### src/hw/rtl/pngu_pkg.sv
package pngu_pkg;

   localparam int MAX_ROW_BYTES = 8192;
   localparam int MAX_BPP       = 4;
   localparam int ROWS_LIMIT    = 32768;

   localparam int ADDR_W   = $clog2(MAX_ROW_BYTES);
   localparam int COL_W    = $clog2(MAX_ROW_BYTES + 1);
   localparam int BPP_W    = 3;
   localparam int BPP_IDX_W = (MAX_BPP > 1) ? $clog2(MAX_BPP) : 1;
   localparam int ROWCFG_W = 16;
   localparam int ROWIDX_W = 15;
   localparam int CSR_IDX_W = 2;
   localparam int CSR_DATA_W = 16;

   typedef enum logic [CSR_IDX_W-1:0] {
      CSR_BYTES_PER_PIXEL = 2'd0,
      CSR_ROW_BYTES       = 2'd1,
      CSR_IMAGE_ROWS      = 2'd2,
      CSR_UNUSED          = 2'd3
   } csr_index_type;

   typedef enum logic [2:0] {
      FILT_NONE  = 3'd0,
      FILT_SUB   = 3'd1,
      FILT_UP    = 3'd2,
      FILT_AVG   = 3'd3,
      FILT_PAETH = 3'd4
   } filter_type;

   localparam logic [7:0] FILT_MAX_CODE = 8'd4;

   // one filtered byte on its way from the request side to reconstruction
   typedef struct packed {
      logic [7:0]        data_byte;
      filter_type        filter;
      logic              first_row;
      logic [ADDR_W-1:0] pos;
      logic              left_ok;
      logic              bad;
      logic              last;
   } item_type;

endpackage

### src/hw/rtl/pngu_recon.sv
module pngu_recon
   import pngu_pkg::*;
(
   input  logic                 clock,
   input  logic                 advance,
   input  item_type             item,
   input  logic [7:0]           up_byte,
   input  logic [BPP_IDX_W-1:0] bpp_idx,
   output logic [7:0]           value
);

   logic [7:0] left_ff [MAX_BPP];
   logic [7:0] upleft_ff [MAX_BPP];
   logic [7:0] a, b, c, pred, paeth_pred;
   logic [8:0] sum_ab;
   logic [9:0] pa, pb, pc;

   function automatic logic [9:0] abs10(input logic signed [9:0] v);
      abs10 = v[9] ? 10'(-v) : v;
   endfunction

   // neighbours read as zero at the left edge and on the first row
   assign b = item.first_row ? 8'd0 : up_byte;
   assign a = item.left_ok ? left_ff[bpp_idx] : 8'd0;
   assign c = (item.left_ok && !item.first_row) ? upleft_ff[bpp_idx] : 8'd0;

   assign sum_ab = {1'b0, a} + {1'b0, b};
   assign pa = abs10(10'({2'b00, b}) - 10'({2'b00, c}));
   assign pb = abs10(10'({2'b00, a}) - 10'({2'b00, c}));
   assign pc = abs10(10'({1'b0, sum_ab}) - 10'({1'b0, c, 1'b0}));

   always_comb begin
      if (pa <= pb && pa <= pc) begin
         paeth_pred = a;
      end else if (pb <= pc) begin
         paeth_pred = b;
      end else begin
         paeth_pred = c;
      end
   end

   always_comb begin
      case (item.filter)
         FILT_SUB:   pred = a;
         FILT_UP:    pred = b;
         FILT_AVG:   pred = sum_ab[8:1];
         FILT_PAETH: pred = paeth_pred;
         default:    pred = 8'd0;
      endcase
   end

   assign value = item.bad ? 8'd0 : 8'(item.data_byte + pred);

   // windows of the last reconstructed and prior-row bytes
   always_ff @(posedge clock) begin
      if (advance && !item.bad) begin
         for (int k = MAX_BPP - 1; k > 0; k--) begin
            left_ff[k]   <= left_ff[k-1];
            upleft_ff[k] <= upleft_ff[k-1];
         end
         left_ff[0]   <= value;
         upleft_ff[0] <= b;
      end
   end

endmodule

### config.mk
export PLATFORM = sky130hd
export DESIGN_NAME = pngu_recon
export DESIGN_NICKNAME = d
export VERILOG_FILES = /design/src/hw/rtl/pngu_pkg.sv /design/src/hw/rtl/pngu_recon.sv
export SDC_FILE = /design/constraint.sdc
export NUM_CORES = 1
export LEC_CHECK = 0
export ABC_CLOCK_PERIOD_IN_PS = 23900
export BUFFER_PORTS_ARGS = -buffer_cell sky130_fd_sc_hd__clkbuf_2
export CELL_PAD_IN_SITES_DETAIL_PLACEMENT = 0
export CELL_PAD_IN_SITES_GLOBAL_PLACEMENT = 2
export CORE_ASPECT_RATIO = 2
export CORE_MARGIN = 2
export CORE_UTILIZATION = 44
export CTS_BUF_LIST = sky130_fd_sc_hd__clkbuf_4 sky130_fd_sc_hd__clkbuf_8
export DETAILED_ROUTE_END_ITERATION = 16
export PLACE_DENSITY_LB_ADDON = 0.1
export SYNTH_ARGS = -nofsm -noshare
export SYNTH_HDL_FRONTEND = slang
export SYNTH_SLANG_ARGS = --single-unit
export TNS_END_PERCENT = 50
### constraint.sdc
create_clock -name clock -period 23.9 [get_ports clock]
set_input_delay 3.585 -clock clock [delete_from_list [all_inputs] [get_ports clock]]
set_output_delay 3.585 -clock clock [all_outputs]
set_load 0.05 [all_outputs]
==> impl_metrics.csv, run 1 <==
group,metric,value,unit
detailed_routing,drt_wl_total,15.3,mm
setup_path,worstSetupPathType,"primary input to output pin",
status,status,"finished clean",
global_routing,antenna_found_initial,0,
floorplan,core.rowCount,58,
yosys,syn_inst,550,
setup_path,cp_slowest_stage_delay,0.66,ns
setup_path,cp_slowest_cell,"or4_1",
layout,final_common_cell,"ha_1",
global_routing,grt.total_usage,0.229,
detailed_routing,drt_iter0_markers,141,
setup_path,cp_max_fo,16,
detailed_routing,firstDrtPassIters,4,
cts,htree_num_levels,3,
cts,clockRootBuffer,"clkbuf_8",
cts,clk_pin_slew_worst_paths,0.07,ns
cts,cts_buffer_depth,2,
timing,maxSlewViolCount,0,
placement,dp_worst_setup_slack,7.68,ns
global_routing,grt_pass1_vias,4490,
timing,fin_crit_sh,0.674,
cts,cts_resized,0,
global_routing,grt_max_degree,65,
cts,cts_setup_buffers,0,
job,maxCapViolCount,0,
layout,final_cell_mix,"ha_1 (69), edfxtp_1 (64), a21oi_1 (40), xnor2_1 (36), nand2_1 (34)",
setup_path,path_common_cell,"o21ai_0",
cts,cts_hold_buf,0,
setup_path,cp.arrival,12.51,ns
yosys,yosys-mux-area-fraction,0.0847,
timing,hold_violations,0,
yosys,synthAdderAreaFrac,0.165,
yosys,ys.flop_type,"edfxtp_1",
pwr,peakVddDrop,0.0504,mV
yosys,yosys_register_bits,64,
placement,place.port_buffers,33,
timing,worst_pin_slew,0.764,ns
yosys,ys_warn_count,0,
global_routing,grt_pass1_wl,23.7,mm
floorplan,die_area,13800,µm²
yosys,async_flop_share,0,
yosys,synth-simple-area-share,0.134,
timing,rsz0062_at_grt,"no",
layout,post-route-cell-area,6170,µm²
pwr,pwr_density_cell,78.8,nW/µm²
floorplan,start_util,0.451,
setup_path,cp-end-kind,"output pin",
placement,hpwl,13.0,mm
pwr,leakagePower,2.55,nW
placement,place_area,5970,µm²
placement,dp_cells,719,
global_routing,overflow,0,
setup_path,required,20.32,ns
setup_path,rr_startpoint,"left_ff[2][2]$_DFFE_PP_",
yosys,synth-xor-area-share,0.0866,
setup_path,start_kind,"primary input",
cts,clock_latency,0.34,ns
layout,antennaDiodeCount,0,
worst_hold_path,min-delay-start,"left_ff[1][4]$_DFFE_PP_",
yosys,yosysSeqAreaShare,0.340,
timing,period_needed,16.10,ns
layout,fin_util,0.491,
timing,clock_skew,0.00891,ns
floorplan,ios,48,
yosys,synth_area,5660,µm²
yosys,synth_top_family_by_area,"adder cells",
floorplan,core_region_area,12600,µm²
timing,max_freq,0.0621,GHz
layout,fin_nets,692,
cts,tritoncts,"built",
floorplan,die_w,84.2,µm
detailed_routing,drtAntennaViolNets,0,
timing,finalWorstSetupSlack,7.80,ns
timing,setup_viol,0,
yosys,ys_types,62,
timing,tns,0,ns
placement,gp_congestion,0.823,
layout,drive_gt1_frac,0.140,
cts,cts_sinks,64,
worst_hold_path,hold_class,"register to register",
detailed_routing,drcViolationCount,0,
yosys,synth_edf_count,64,
detailed_routing,vias,4280,
yosys,synth_area_per_cell,10.3,µm²
setup_path,crit_path_start,"bpp_idx[0]",
detailed_routing,routedWlPerCell,20.8,µm
cts,cts_inserted_buffers,9,
timing,relSlewSlack,0.491,
setup_path,cp_num_buf_inv,3,
setup_path,critPathTopFamily,"compound AO/OA/AOI/OAI gates",
yosys,synth-compound-area-share,0.155,
floorplan,die_y,164,µm
layout,synthToLayoutAreaGrowth,8.97,%
layout,final_cell_count_no_fill,735,
detailed_routing,vias_per_cell,5.82,
[synthesized netlist by cell type (3+ instances only)]
library cell  number  share of area
a21o_1            23          0.031
and2_1             8         0.0088
nor2_1            31          0.021
nand3_1           14          0.012
a22oi_1            3         0.0040
o21ai_0           22          0.019
edfxtp_1          64           0.34
o32ai_1            3         0.0046
clkbuf_1          15         0.0099
nand4_1            7         0.0077
xnor2_1           36          0.056
mux4_1             3          0.014
inv_1             31          0.021
a22o_1             3         0.0046
a21oi_1           40          0.035
fa_1               3          0.011
mux2i_1            4         0.0071
o31ai_1            5         0.0066
a31oi_1            3         0.0033
mux2_2             6          0.012
xor2_1            20          0.031
buf_1              3         0.0020
nand2b_1           9         0.0099
nor2b_1           20          0.022
o211ai_1           3         0.0040
nor3_1             8         0.0071
nand2_1           34          0.023
mux4_2            13          0.052
ha_1              69           0.15
o22ai_1            3         0.0033
[where the power goes]
group	switching (mW)	internal, mW
sequential	0.00224	0.130
combinational	0.156	0.108
clock	0.0419	0.0480
[metal layers]
layer  up-vias  routed length, µm  GRT usage
li1       2113                  -          -
met3        51                239     0.0110
met1      2021               5080      0.209
met2        95               8780      0.459
met5         -                  0          0
met4         0               1190      0.174
[flip-flops by register name (all words and copies together) (netlist names)]
register / count
left_ff: 32
upleft_ff: 32
[metrics by stage]
stage                     hold WS [ns]  power [mW]
after global routing             0.462       0.522
after global placement           0.427       0.393
after detailed placement         0.427       0.400
after floorplan                  0.417       0.330
final                            0.443       0.486
after CTS                        0.444       0.490
[worst paths after layout]
kind | end | slack, ns | depth (start not counted)
min reg2reg | left_ff[2][4]$_DFFE_PP_ | 0.44 | 0
max reg2reg | left_ff[0][6]$_DFFE_PP_ | 15.28 | 31
min | left_ff[2][4]$_DFFE_PP_ | 0.44 | 0
max | value[7] | 7.80 | 34
[worst reg2reg max path, delay by kind of cell, from the launching register on]
| family | cells | cell delay (ns) |
|---|---|---|
| XOR/XNOR | 2 | 0.48 |
| adder cells (fa/ha/maj) | 5 | 1.66 |
| AND/OR/NAND/NOR | 7 | 1.86 |
| flip-flops | 1 | 0.39 |
| AO/OA/AOI/OAI | 15 | 3.46 |
| buffers and inverters | 1 | 0.05 |
| multiplexers | 1 | 0.46 |
[logic make-up after synthesis]
family	Yosys count
adders and majority gates	73
buffers and inverters	50
xor gates and xnor gates	56
DFF	64
and+or+nand+nor	147
other	2
AOI/OAI and AO/OA	132
muxes	26
[cell type report]
type                    instances  area (µm²)
clock buffers                   9         124
clock inverters                 7        72.6
fillers                      1203        6390
inverters                      31         116
multi-input cells             438        3560
flip-flops and latches         64        1920
well taps                     150         188
repair buffers                 36         188
Power figures use the tool's default switching activity.
==> inputs of run 2 (changes only) <==
ABC_AREA = 1   (was not set)
ABC_CLOCK_PERIOD_IN_PS = 13400   (was 23900)
CORE_UTILIZATION = 34   (was 44)
clock period = 13.4 ns   (was 23.9 ns; I/O delays follow)
==> run 2 against run 1 <==
- global-route usage shrank 2.3 points
- clock skew grew 0.0075 ns
- flip-flop and latch count is the same
- wire length grew 18%
- register-to-register slack lost 9.4 ns
- sequential power grew 79%
- die area grew 31%
- worst hold slack gained 0.0032 ns
- count of clock-buffer cells in the layout grew 1
- synthesized cell count grew 36%
- critical path depth grew 15
- synthesized area grew 2.4%
- largest cell class unchanged
==> impl_metrics.csv, run 2 <==
group,metric,value,unit
setup_path,cp_max_fo,32,
yosys,synth.area.top_cells,"edfxtp_1 (33%), ha_1 (15%), nand2_1 (10%)",
layout,final_common_cell,"nand2_1",
yosys,async_flop_share,0,
setup_path,crit_path_end,"value[7]",
floorplan,core_region_area,16800,µm²
setup_path,crit_path_start,"bpp_idx[0]",
worst_hold_path,hold_class,"register to register",
timing,setup_viol,0,
global_routing,grt_pass1_wl,27.7,mm
yosys,yosys-mux-area-fraction,0,
setup_path,cp.arrival,9.83,ns
setup_path,cp-end-kind,"output pin",
floorplan,core.rowCount,67,
layout,synthToLayoutAreaGrowth,10.5,%
global_routing,grt.total_usage,0.207,
cts,cts_buffer_depth,2,
detailed_routing,drtAntennaViolNets,0,
setup_path,start_kind,"primary input",
layout,post-route-cell-area,6400,µm²
layout,fin_util,0.382,
timing,holdWs,0.446,ns
floorplan,die_w,96.3,µm
setup_path,cp_slowest_cell,"nand2_1",
placement,gp_congestion,0.886,
cts,clk_pin_slew_worst_paths,0.08,ns
cts,cts_sinks,64,
pwr,p_total,0.843,mW
pwr,seqPwrFrac,0.280,
global_routing,overflow,0,
layout,top_regs,"left_ff: 32 flops, upleft_ff: 32 flops",
floorplan,die_y,189,µm
status,status,"finished clean",
floorplan,die_area,18200,µm²
yosys,synth-simple-area-share,0.251,
timing,maxSlewViolCount,0,
pwr,pwr_density_cell,132,nW/µm²
global_routing,antenna_found_initial,0,
layout,antennaDiodeCount,0,
timing,worst_pin_slew,0.948,ns
timing,period_needed,11.84,ns
setup_path,reg2reg_slack,5.85,ns
timing,hold_violations,0,
setup_path,required,11.39,ns
cts,cts_setup_buffers,0,
timing,relSlewSlack,0.363,
setup_path,rr_startpoint,"left_ff[2][0]$_DFFE_PP_",
job,maxCapViolCount,0,
setup_path,worstSetupPathType,"primary input to output pin",
yosys,yosys_register_bits,64,
timing,fin_crit_sh,0.883,
cts,clock_latency,0.35,ns
pwr,p_int,0.467,mW
yosys,ys.flop_type,"edfxtp_1",
placement,hpwl,15.0,mm
setup_path,ff2ff_path_depth,41,
yosys,synth_area,5790,µm²
pwr,leakagePower,3.08,nW
timing,rsz0062_at_grt,"no",
setup_path,r2r_end,"left_ff[0][6]$_DFFE_PP_",
detailed_routing,vias,5014,
detailed_routing,firstDrtPassIters,4,
layout,final_cell_count_no_fill,1001,
yosys,yosysSeqAreaShare,0.332,
cts,cts_hold_buf,0,
layout,num-fill-cells,1815,
cts,clockRootBuffer,"clkbuf_8",
global_routing,grt_pass1_vias,5216,
pwr,p_comb_frac,0.528,
yosys,ys_types,42,
placement,dp_worst_setup_slack,1.48,ns
pwr,p_sw_frac,0.446,
yosys,synth-xor-area-share,0.0559,
layout,drive_gt1_frac,0.115,
yosys,synth_area_per_cell,7.74,µm²
setup_path,path_common_cell,"nand2_1",
timing,finalWorstSetupSlack,1.56,ns
cts,htree_num_levels,3,
pwr,power_frac_clock,0.192,
placement,place.port_buffers,33,
yosys,synth_edf_count,64,
yosys,synth-compound-area-share,0.122,
cts,cts_inserted_buffers,9,
yosys,syn_inst,749,
placement,dp_cells,986,
detailed_routing,drt_iter0_markers,224,
yosys,synth_most_common_cell,"nand2_1",
cts,cts_resized,0,
timing,clock_skew,0.0164,ns
cts,tritoncts,"built",
yosys,ys_warn_count,0,
layout,final_cell_mix,"nand2_1 (160), inv_1 (93), nor2_1 (86), ha_1 (69), edfxtp_1 (64)",
layout,fin_nets,902,
detailed_routing,vias_per_cell,5.01,
global_routing,grt_max_degree,65,
pwr,netSwitchingPower,0.376,mW
floorplan,ios,48,
yosys,synth_top_family_by_area,"simple AND/OR/NAND/NOR gates",
detailed_routing,drcViolationCount,0,
timing,tns,0,ns
detailed_routing,routedWlPerCell,18.1,µm
yosys,yosys-top-cells-count,"nand2_1 (160), inv_1 (93), nor2_1 (87)",
detailed_routing,drt_wl_total,18.1,mm
yosys,yosys.area.top_type_share,0.332,
setup_path,cp_slowest_stage_delay,0.42,ns
floorplan,start_util,0.346,
timing,max_freq,0.0845,GHz
placement,place_area,6220,µm²
yosys,synthAdderAreaFrac,0.159,
pwr,peakVddDrop,0.0724,mV
yosys,yosysTopAreaCell,"edfxtp_1",
-- run 2: cell type report --
cell class | instances | area [µm²] | share of cell area
multi-input cells | 570 | 3430 | 0.536
flip-flops and latches | 64 | 1920 | 0.300
inverters | 106 | 398 | 0.0621
well taps | 207 | 259 | 0.0405
repair buffers | 39 | 210 | 0.0328
clock buffers | 10 | 131 | 0.0205
clock inverters | 5 | 48.8 | 0.00762
-- run 2: worst max-delay path, delay by kind of cell --
family	cells	cell delay (ns)
simple gates	19	2.10
xor+xnor	3	0.50
compound gates	14	2.62
buf+inv	8	1.31
fa+ha+maj	5	1.21
-- run 2: worst min-delay path by stage --
stage                               from                        end  slack [ns]  cells after the start
4_1_cts        upleft_ff[1][0]$_DFFE_PP_  upleft_ff[2][0]$_DFFE_PP_        0.45                      0
3_5_place_dp   upleft_ff[1][0]$_DFFE_PP_  upleft_ff[2][0]$_DFFE_PP_        0.43                      0
2_1_floorplan    left_ff[1][2]$_DFFE_PP_    left_ff[2][2]$_DFFE_PP_        0.42                      0
3_3_place_gp   upleft_ff[1][7]$_DFFE_PP_  upleft_ff[2][7]$_DFFE_PP_        0.43                      0
5_1_grt        upleft_ff[2][1]$_DFFE_PP_  upleft_ff[3][1]$_DFFE_PP_        0.46                      0
6_report       upleft_ff[2][7]$_DFFE_PP_  upleft_ff[3][7]$_DFFE_PP_        0.45                      0
-- run 2: routing by layer --
layer  vias to the layer above  GRT usage  wire [µm]
met5                         -          0          0
met4                         0      0.117       1020
met3                        30     0.0136        325
met2                        74      0.412      10400
met1                      2328      0.194       6330
li1                       2582          -          -
-- run 2: cell families after synthesis --
logic type               count (synthesis)
AND/OR/NAND/NOR                        333
AO/OA/AOI/OAI                          124
buffers and inverters                  117
adder cells (fa/ha/maj)                 72
flip-flops                              64
XOR/XNOR                                37
other                                    2
-- run 2: power groups by stage --
stage / Sequential, mW / Clock (mW) / Combinational [mW]
floorplan: 0.239 / 0 / 0.325
global placement: 0.239 / 0 / 0.440
detailed placement: 0.240 / 0 / 0.446
CTS: 0.236 / 0.165 / 0.450
global route: 0.237 / 0.175 / 0.508
finish: 0.236 / 0.162 / 0.445
==> inputs of run 3 (changes only) <==
REMOVE_ABC_BUFFERS = 1   (was not set)
==> run 3 against run 2 <==
- sequential power about the same
- sequential share of layout area down 0.17 points
- clock power rose by 2%
- critical path type unchanged
- utilization up 0.22 points
- combinational power is essentially flat
- first-iteration DRC count up 21%
- power increased by 0.39%
- maximum frequency down 0.44%
- clock skew decreased by 0.0087 ns
- setup slack worse by 0.053 ns
==> impl_metrics.csv, run 3 (synthesized netlist as in run 2, its figures left out) <==
group,metric,value,unit
cts,cts_hold_buf,0,
worst_hold_path,hold_class,"register to register",
detailed_routing,drcViolationCount,0,
floorplan,ios,48,
pwr,leakagePower,3.10,nW
cts,cts_sinks,64,
cts,tritoncts,"built",
pwr,pwr_density_cell,131,nW/µm²
setup_path,critPathTopFamily,"compound AO/OA/AOI/OAI gates",
pwr,p_comb_frac,0.525,
cts,cts_setup_buffers,0,
timing,relSlewSlack,0.345,
floorplan,core.rowCount,67,
pwr,seqPwrFrac,0.279,
layout,final_cell_count_no_fill,1005,
setup_path,reg2reg_slack,5.67,ns
cts,clock_latency,0.34,ns
layout,ff_latch_area,1920,µm²
cts,clockRootBuffer,"clkbuf_8",
detailed_routing,vias_per_cell,5.04,
timing,setup_viol,0,
job,maxCapViolCount,0,
cts,cts_buffer_depth,2,
detailed_routing,firstDrtPassIters,5,
timing,maxSlewViolCount,0,
layout,drive_gt1_frac,0.119,
pwr,p_total,0.846,mW
setup_path,required,11.39,ns
placement,hpwl,14.9,mm
timing,tns,0,ns
floorplan,die_area,18200,µm²
setup_path,cp_slowest_cell,"o21ai_0",
cts,clk_pin_slew_worst_paths,0.08,ns
status,status,"finished clean",
detailed_routing,drt_iter0_markers,270,
timing,rsz0062_at_grt,"no",
setup_path,cp.arrival,9.88,ns
pwr,peakVddDrop,0.0726,mV
detailed_routing,vias,5062,
detailed_routing,drtAntennaViolNets,0,
placement,dp_cells,989,
timing,fin_crit_sh,0.887,
floorplan,core_region_area,16800,µm²
floorplan,start_util,0.346,
detailed_routing,drt_wl_total,18.1,mm
layout,top_regs,"left_ff: 32 flops, upleft_ff: 32 flops",
layout,antennaDiodeCount,0,
cts,htree_num_levels,3,
pwr,p_int,0.467,mW
layout,synthToLayoutAreaGrowth,11.1,%
layout,num-fill-cells,1800,
pwr,p_sw_frac,0.448,
layout,final_cell_mix,"nand2_1 (160), inv_1 (93), nor2_1 (86), ha_1 (69), edfxtp_1 (64)",
global_routing,overflow,0,
setup_path,cp-end-kind,"output pin",
layout,multiInputGateArea,3430,µm²
floorplan,die_w,96.3,µm
cts,cts_resized,0,
timing,hold_violations,0,
pwr,power_frac_clock,0.196,
layout,fin_nets,905,
timing,worst_pin_slew,0.975,ns
setup_path,cp_max_fo,16,
setup_path,start_kind,"primary input",
placement,gp_congestion,0.920,
global_routing,grt.total_usage,0.207,
cts,cts_inserted_buffers,9,
timing,holdWs,0.448,ns
placement,dp_worst_setup_slack,1.40,ns
timing,max_freq,0.0841,GHz
detailed_routing,routedWlPerCell,18.0,µm
setup_path,cp_slowest_stage_delay,0.48,ns
timing,finalWorstSetupSlack,1.51,ns
floorplan,die_y,189,µm
setup_path,worstSetupPathType,"primary input to output pin",
timing,period_needed,11.89,ns
placement,place.port_buffers,33,
global_routing,grt_pass1_vias,5064,
global_routing,grt_max_degree,65,
global_routing,antenna_found_initial,0,
pwr,netSwitchingPower,0.379,mW
layout,final_common_cell,"nand2_1",
setup_path,cp_num_buf_inv,7,
global_routing,grt_pass1_wl,27.6,mm
timing,clock_skew,0.00774,ns
[run 3: per-stage QoR]
stage | area [µm²] | util
finish | 6440 | 0.384
global route | 6440 | 0.384
CTS | 6440 | 0.384
detailed placement | 6240 | 0.372
global placement | 6240 | 0.372
floorplan | 5750 | -
[run 3: power groups by stage]
stage                     Combinational [mW]  Sequential, mW  Clock, mW
after floorplan                        0.321           0.239          0
after global placement                 0.442           0.240          0
after detailed placement               0.449           0.240          0
after CTS                              0.453           0.236      0.171
after global routing                   0.506           0.237      0.182
final                                  0.444           0.236      0.166
[run 3: layer usage]
metal / up-vias / part of all wire / track usage
met1: 2327 / 0.36 / 0.203
met3: 41 / 0.019 / 0.0160
met4: 0 / 0.059 / 0.120
met2: 99 / 0.56 / 0.400
met5: - / 0 / 0
li1: 2595 / - / -
[run 3: worst register-to-register path: cells and delay by family, from the launching register on]
family                   cells  cell delay (ns)
XOR/XNOR                     2             0.43
buffers and inverters        4             0.38
AND/OR/NAND/NOR             13             1.48
adder cells (fa/ha/maj)      6             1.64
AO/OA/AOI/OAI               15             3.20
flip-flops                   1             0.35
[run 3: final timing paths]
kind                              from                        end  cells past startpoint
min          upleft_ff[1][5]$_DFFE_PP_  upleft_ff[2][5]$_DFFE_PP_                      0
max reg2reg    left_ff[2][0]$_DFFE_PP_    left_ff[0][6]$_DFFE_PP_                     40
max                         bpp_idx[1]                   value[6]                     43
min reg2reg  upleft_ff[1][5]$_DFFE_PP_  upleft_ff[2][5]$_DFFE_PP_                      0
[run 3: cell type report]
class	count	area share
Tap cell	207	0.0402
Multi-Input combinational cell	570	0.533
Clock inverter	7	0.0109
Inverter	106	0.0618
Timing Repair Buffer	42	0.0361
Sequential cell	64	0.298
Clock buffer	9	0.0192
